[src/gppp_div_cell.sv]
// ----------------------------------------------------------------------------
// gppp_div_cell
// One restoring division step: settle one quotient bit and pass the
// partial remainder on to the next cell.
// ----------------------------------------------------------------------------
`default_nettype none

module gppp_div_cell #(
    parameter int NW    = 60,
    parameter int DW    = 44,
    parameter int QW    = 24,
    parameter int TW    = 1,
    parameter int SHIFT = 0
) (
    input  wire logic          aclk,
    input  wire logic          en,
    input  wire logic [NW-1:0] rem_in,
    input  wire logic [DW-1:0] den_in,
    input  wire logic [QW-1:0] quo_in,
    input  wire logic [TW-1:0] tag_in,
    output logic      [NW-1:0] rem_out,
    output logic      [DW-1:0] den_out,
    output logic      [QW-1:0] quo_out,
    output logic      [TW-1:0] tag_out
);

    logic [NW-1:0] den_ext;
    logic          hit;
    logic [NW-1:0] rem_next;
    logic [QW-1:0] quo_next;
    logic [NW-1:0] rem_reg;
    logic [DW-1:0] den_reg;
    logic [QW-1:0] quo_reg;
    logic [TW-1:0] tag_reg;

    assign den_ext = {{(NW-DW){1'b0}}, den_in};

    // a hit guarantees that den << SHIFT fits below the remainder
    always_comb begin
        hit      = (rem_in >> SHIFT) >= den_ext;
        rem_next = hit ? (rem_in - (den_ext << SHIFT)) : rem_in;
        quo_next = quo_in | (QW'(hit) << SHIFT);
    end

    always_ff @(posedge aclk) begin
        if (en) begin
            rem_reg <= rem_next;
            den_reg <= den_in;
            quo_reg <= quo_next;
            tag_reg <= tag_in;
        end
    end

    assign rem_out = rem_reg;
    assign den_out = den_reg;
    assign quo_out = quo_reg;
    assign tag_out = tag_reg;

endmodule

`default_nettype wire

[src/gppp_divider.sv]
// ----------------------------------------------------------------------------
// gppp_divider
// Row of division cells, most significant quotient bit first. The top
// quotient bit flags a quotient too large for QW-1 bits.
// ----------------------------------------------------------------------------
`default_nettype none

module gppp_divider #(
    parameter int NW = 60,
    parameter int DW = 44,
    parameter int QW = 24,
    parameter int TW = 1
) (
    input  wire logic          aclk,
    input  wire logic [QW-1:0] en,
    input  wire logic [NW-1:0] num,
    input  wire logic [DW-1:0] den,
    input  wire logic [TW-1:0] tag_in,
    output logic      [QW-1:0] quo,
    output logic      [TW-1:0] tag_out
);

    logic [NW-1:0] rem_w [0:QW];
    logic [DW-1:0] den_w [0:QW];
    logic [QW-1:0] quo_w [0:QW];
    logic [TW-1:0] tag_w [0:QW];

    assign rem_w[0] = num;
    assign den_w[0] = den;
    assign quo_w[0] = '0;
    assign tag_w[0] = tag_in;

    for (genvar k = 0; k < QW; k++) begin : g_cell
        gppp_div_cell #(
            .NW(NW), .DW(DW), .QW(QW), .TW(TW), .SHIFT(QW-1-k)
        ) u_cell (
            .aclk   (aclk),
            .en     (en[k]),
            .rem_in (rem_w[k]),
            .den_in (den_w[k]),
            .quo_in (quo_w[k]),
            .tag_in (tag_w[k]),
            .rem_out(rem_w[k+1]),
            .den_out(den_w[k+1]),
            .quo_out(quo_w[k+1]),
            .tag_out(tag_w[k+1])
        );
    end

    assign quo     = quo_w[QW];
    assign tag_out = tag_w[QW];

endmodule

`default_nettype wire

[config.mk]
export PLATFORM = sky130hd
export DESIGN_NAME = gppp_divider
export DESIGN_NICKNAME = d
export VERILOG_FILES = /design/src/gppp_div_cell.sv /design/src/gppp_divider.sv
export SDC_FILE = /design/constraint.sdc
export NUM_CORES = 2
export LEC_CHECK = 0
export BUFFER_PORTS_ARGS = -buffer_cell sky130_fd_sc_hd__buf_4
export CORE_MARGIN = 10
export CORE_UTILIZATION = 40
export DETAILED_ROUTE_END_ITERATION = 10
export GPL_ROUTABILITY_DRIVEN = 0
export PLACE_DENSITY = 0.55
export SYNTH_ARGS = -nofsm -noshare
export SYNTH_HDL_FRONTEND = slang
export SYNTH_SLANG_ARGS = --single-unit
[constraint.sdc]
create_clock -name aclk -period 4.65 [get_ports aclk]
set_input_delay 0.6975 -clock aclk [delete_from_list [all_inputs] [get_ports aclk]]
set_output_delay 0.6975 -clock aclk [all_outputs]
set_load 0.05 [all_outputs]
==> impl_metrics.csv <==
group,metric,value,unit
floorplanning,chipHeight,635.6,um
sta,fmax,222.5,MHz
cells_and_area,multi_input_area,63850,um^2
detailed_routing,drc,0,
clock_network,cts_max_path_buffers,4,
floorplanning,core_area,376400,um^2
logic_synthesis,yosys_warnings,0,
worst_setup_path,start_kind,"flop",
placement,post-place-ws,-0.1738,ns
clock_network,cts.sinks,2716,
power,p_leak,70.44,nW
global_route,antenna_found_initial,4,
cells_and_area,nets,15526,
clock_network,cts_made_buffers,318,
clock_network,cts_tree,"done",
floorplanning,pin_count,155,
worst_setup_path,slowest_stage,"edfxtp_1",
sta,fin_hold_ws,0.1032,ns
logic_synthesis,yosysSeqAreaShare,0.5381,
worst_setup_path,crit_path_end_kind,"flop",
cells_and_area,final_cells,19596,
detailed_routing,vias,103013,
cells_and_area,fin_area,173300,um^2
sta,tightest_slew,0.9935,ns
clock_network,cts_root_buf,"clkbuf_16",
worst_setup_path,critPathKind,"reg -> reg",
sta,worst_slack,0.1549,ns
placement,dp.cells,18933,
floorplanning,start_util,0.4027,
sta,finClkSkew,0.06870,ns
sta,fin_crit,4.495,ns
logic_synthesis,synth_fp_nets,14827,
logic_synthesis,avgSynthCellArea,11.11,um^2
sta,period_share,0.9667,
power,vdd_drop_max,0.3075,mV
cells_and_area,fill_cells,34746,
sta,finalHoldViolCount,0,
logic_synthesis,synth.distinct_cells,88,
power,power.density,581.6,nW/um^2
clock_network,htree_num_levels,5,
logic_synthesis,synth_area_leaders,"edfxtp_1, ha_1, a21oi_1",
sta,slew_headroom,0.3321,
worst_hold_path,hp-class,"in -> reg",
logic_synthesis,synth.largest_area_cell,"edfxtp_1",
global_route,grt_overflow,0,
global_route,grt_pass1_wl,589700,um
detailed_routing,drtIter0Drc,4881,
placement,dp_hpwl,303600,um
logic_synthesis,postSynthCellCount,13646,
detailed_routing,routed_via_density,5.257,
cells_and_area,seqCellArea,81560,um^2
cells_and_area,drive_gt1_frac,0.1063,
worst_hold_path,hp-start,"num[42]",
global_route,track_usage,0.1828,
worst_setup_path,path_max_fanout,20,
logic_synthesis,synth_seq_cells,2716,
job,max_cap_violations,0,
placement,port_buffers,154,
cells_and_area,syn2layout_area_growth,14.36,%
global_route,grt_pass1_vias,105873,
floorplanning,rows,225,
logic_synthesis,synth_flop_cell,"edfxtp_1",
worst_setup_path,critPathMaxStageDelay,0.41,ns
clock_network,clk_latency,0.96,ns
clock_network,clkTransAtPathRegs,0.05,ns
sta,slew_violations,0,
run_status,outcome,"finished clean",
placement,dpl_cell_area,162200,um^2
sta,setup_violations,0,
detailed_routing,wirelength,383200,um
detailed_routing,wl_per_cell,19.56,um
worst_setup_path,rr_startpoint,"g_cell[0].u_cell.den_out[0]",
worst_setup_path,cp_common_cell,"buf_4",
logic_synthesis,synth_area,151600,um^2
logic_synthesis,synth_edf_count,2716,
logic_synthesis,synth_async_sr_flop_share,0,
worst_setup_path,worst_ep_required_time,5.29,ns
global_route,grt_start_max_net_pins,93,
floorplanning,die-area,404000,um^2
sta,setup_tns,0,ns
detailed_routing,firstDrtPassIters,6,
worst_setup_path,arrival,5.13,ns
logic_synthesis,yosys.area.top_type_share,0.5381,
worst_setup_path,startpoint,"g_cell[0].u_cell.den_out[0]",
worst_setup_path,path_cells,"ha_1 > fa_1 > nor2b_1 > o21ai_0 > a21oi_2 > a2111oi_4 > o31ai_2 > buf_4 > o311ai_0 > buf_4 > and3_1 > o311ai_1 > a21oi_1 > buf_4 > o21ai_0 > and3_4 > buf_12 > mux2_2",
floorplanning,die_w,635.6,um
detailed_routing,drtAntennaViolNets,0,
-- worst paths after layout --
| kind | endpoint | cells after the start | slack (ns) |
|---|---|---|---|
| hold reg to reg | g_cell[18].u_cell.quo_out[11] | 0 | 0.40 |
| setup / recovery | g_cell[1].u_cell.rem_out[35] | 18 | 0.15 |
| hold / removal | g_cell[0].u_cell.rem_out[42] | 3 | 0.10 |
| setup reg to reg | g_cell[1].u_cell.rem_out[35] | 18 | 0.15 |
-- registers in the layout, indices dropped and copies added, names as in the netlist --
| signal | count |
|---|---|
| g_cell.u_cell.quo_out | 300 |
| g_cell.u_cell.rem_out | 1380 |
| g_cell.u_cell.tag_out | 24 |
| g_cell.u_cell.den_out | 1012 |
-- synthesized netlist by cell type (73+ instances only) --
library cell	number
xor2_1	404
nor2_1	876
edfxtp_1	2716
nand2b_1	171
clkbuf_1	328
nor3_1	160
o21bai_1	147
a211oi_1	80
nor4_1	73
nand3_1	195
nand4_1	208
nor2b_1	153
xnor2_1	580
o21ai_0	830
o21a_1	121
ha_1	1028
nand2_1	912
mux2_2	310
a21o_1	599
a21oi_1	1324
inv_1	1304
a31oi_1	117
and3_1	107
-- cells in the final DEF, fill, tap and decap left out, types with 70 or more instances in the layout --
master,count
a211oi_1,78
a21o_1,599
a21oi_1,1320
a31oi_1,116
and3_1,106
buf_4,629
clkbuf_16,327
clkinv_1,76
dlygate4sd3_1,79
edfxtp_1,2716
ha_1,1028
inv_1,1304
mux2_2,310
nand2_1,910
nand2b_1,171
nand3_1,195
nand4_1,208
nor2_1,875
nor2b_1,153
nor3_1,160
nor4_1,70
o21a_1,121
o21ai_0,825
o21bai_1,147
or3_1,70
xnor2_1,580
xor2_1,404
-- critical path, delay by kind of cell, from the launching register on --
kind / cells / cell delay (ns)
buffers and inverters: 4 / 0.69
and+or+nand+nor: 3 / 0.63
DFF: 1 / 0.41
adders and majority gates: 2 / 0.64
muxes: 1 / 0.36
AOI/OAI and AO/OA: 8 / 1.48
-- where the power goes --
part	leakage, nW	switching (mW)	total [mW]	internal [mW]
clock	4.92	10.1	24.4	14.3
combinational	39.1	22.5	39.7	17.2
sequential	26.4	3.15	36.8	33.6
total	70.4	35.7	101	65.1
-- area by class of cell --
| type | count | share of cell area |
|---|---|---|
| inverters | 1307 | 0.02830 |
| clock buffers | 393 | 0.04851 |
| well taps | 4994 | 0.03605 |
| multi-input cells | 9235 | 0.3684 |
| repair buffers | 767 | 0.03839 |
| flip-flops and latches | 2716 | 0.4705 |
| diodes | 2 | 0.00002887 |
| clock inverters | 182 | 0.009874 |
-- cells by family after synthesis --
group	after synthesis	share of synthesized area
compound gates	3732	0.1519
xor+xnor	984	0.05686
fa+ha+maj	1051	0.08790
buf+inv	1696	0.04236
flops	2716	0.5381
mux	327	0.02417
simple gates	3140	0.09878
-- per-stage QoR --
step | power [mW] | utilization
finish | 100.8 | 0.4605
global placement | 76.36 | 0.4310
CTS | 101.5 | 0.4601
global route | 107.2 | 0.4605
floorplan | 63.47 | -
detailed placement | 76.50 | 0.4310
-- repair_timing --
action / in CTS / in global routing
buffers inserted: 0 / 5
cloned: 0 / 2
gates resized for setup: 5 / 26
pin swaps: 1 / 7
setup endpoints to repair: 10 / 229
endpoints found under the hold margin: 79 / 0
hold buffers: 79 / 0
-- routing by layer --
layer,part of all wire,up-vias,GRT usage,routed length [um]
li1,-,51406,-,-
met1,0.35,48554,0.1775,133600
met2,0.54,2093,0.3599,207800
met3,0.033,960,0.02322,12530
met4,0.076,0,0.1172,29280
met5,0,-,0,0
No activity file was read; power rests on OpenSTA's default activity.
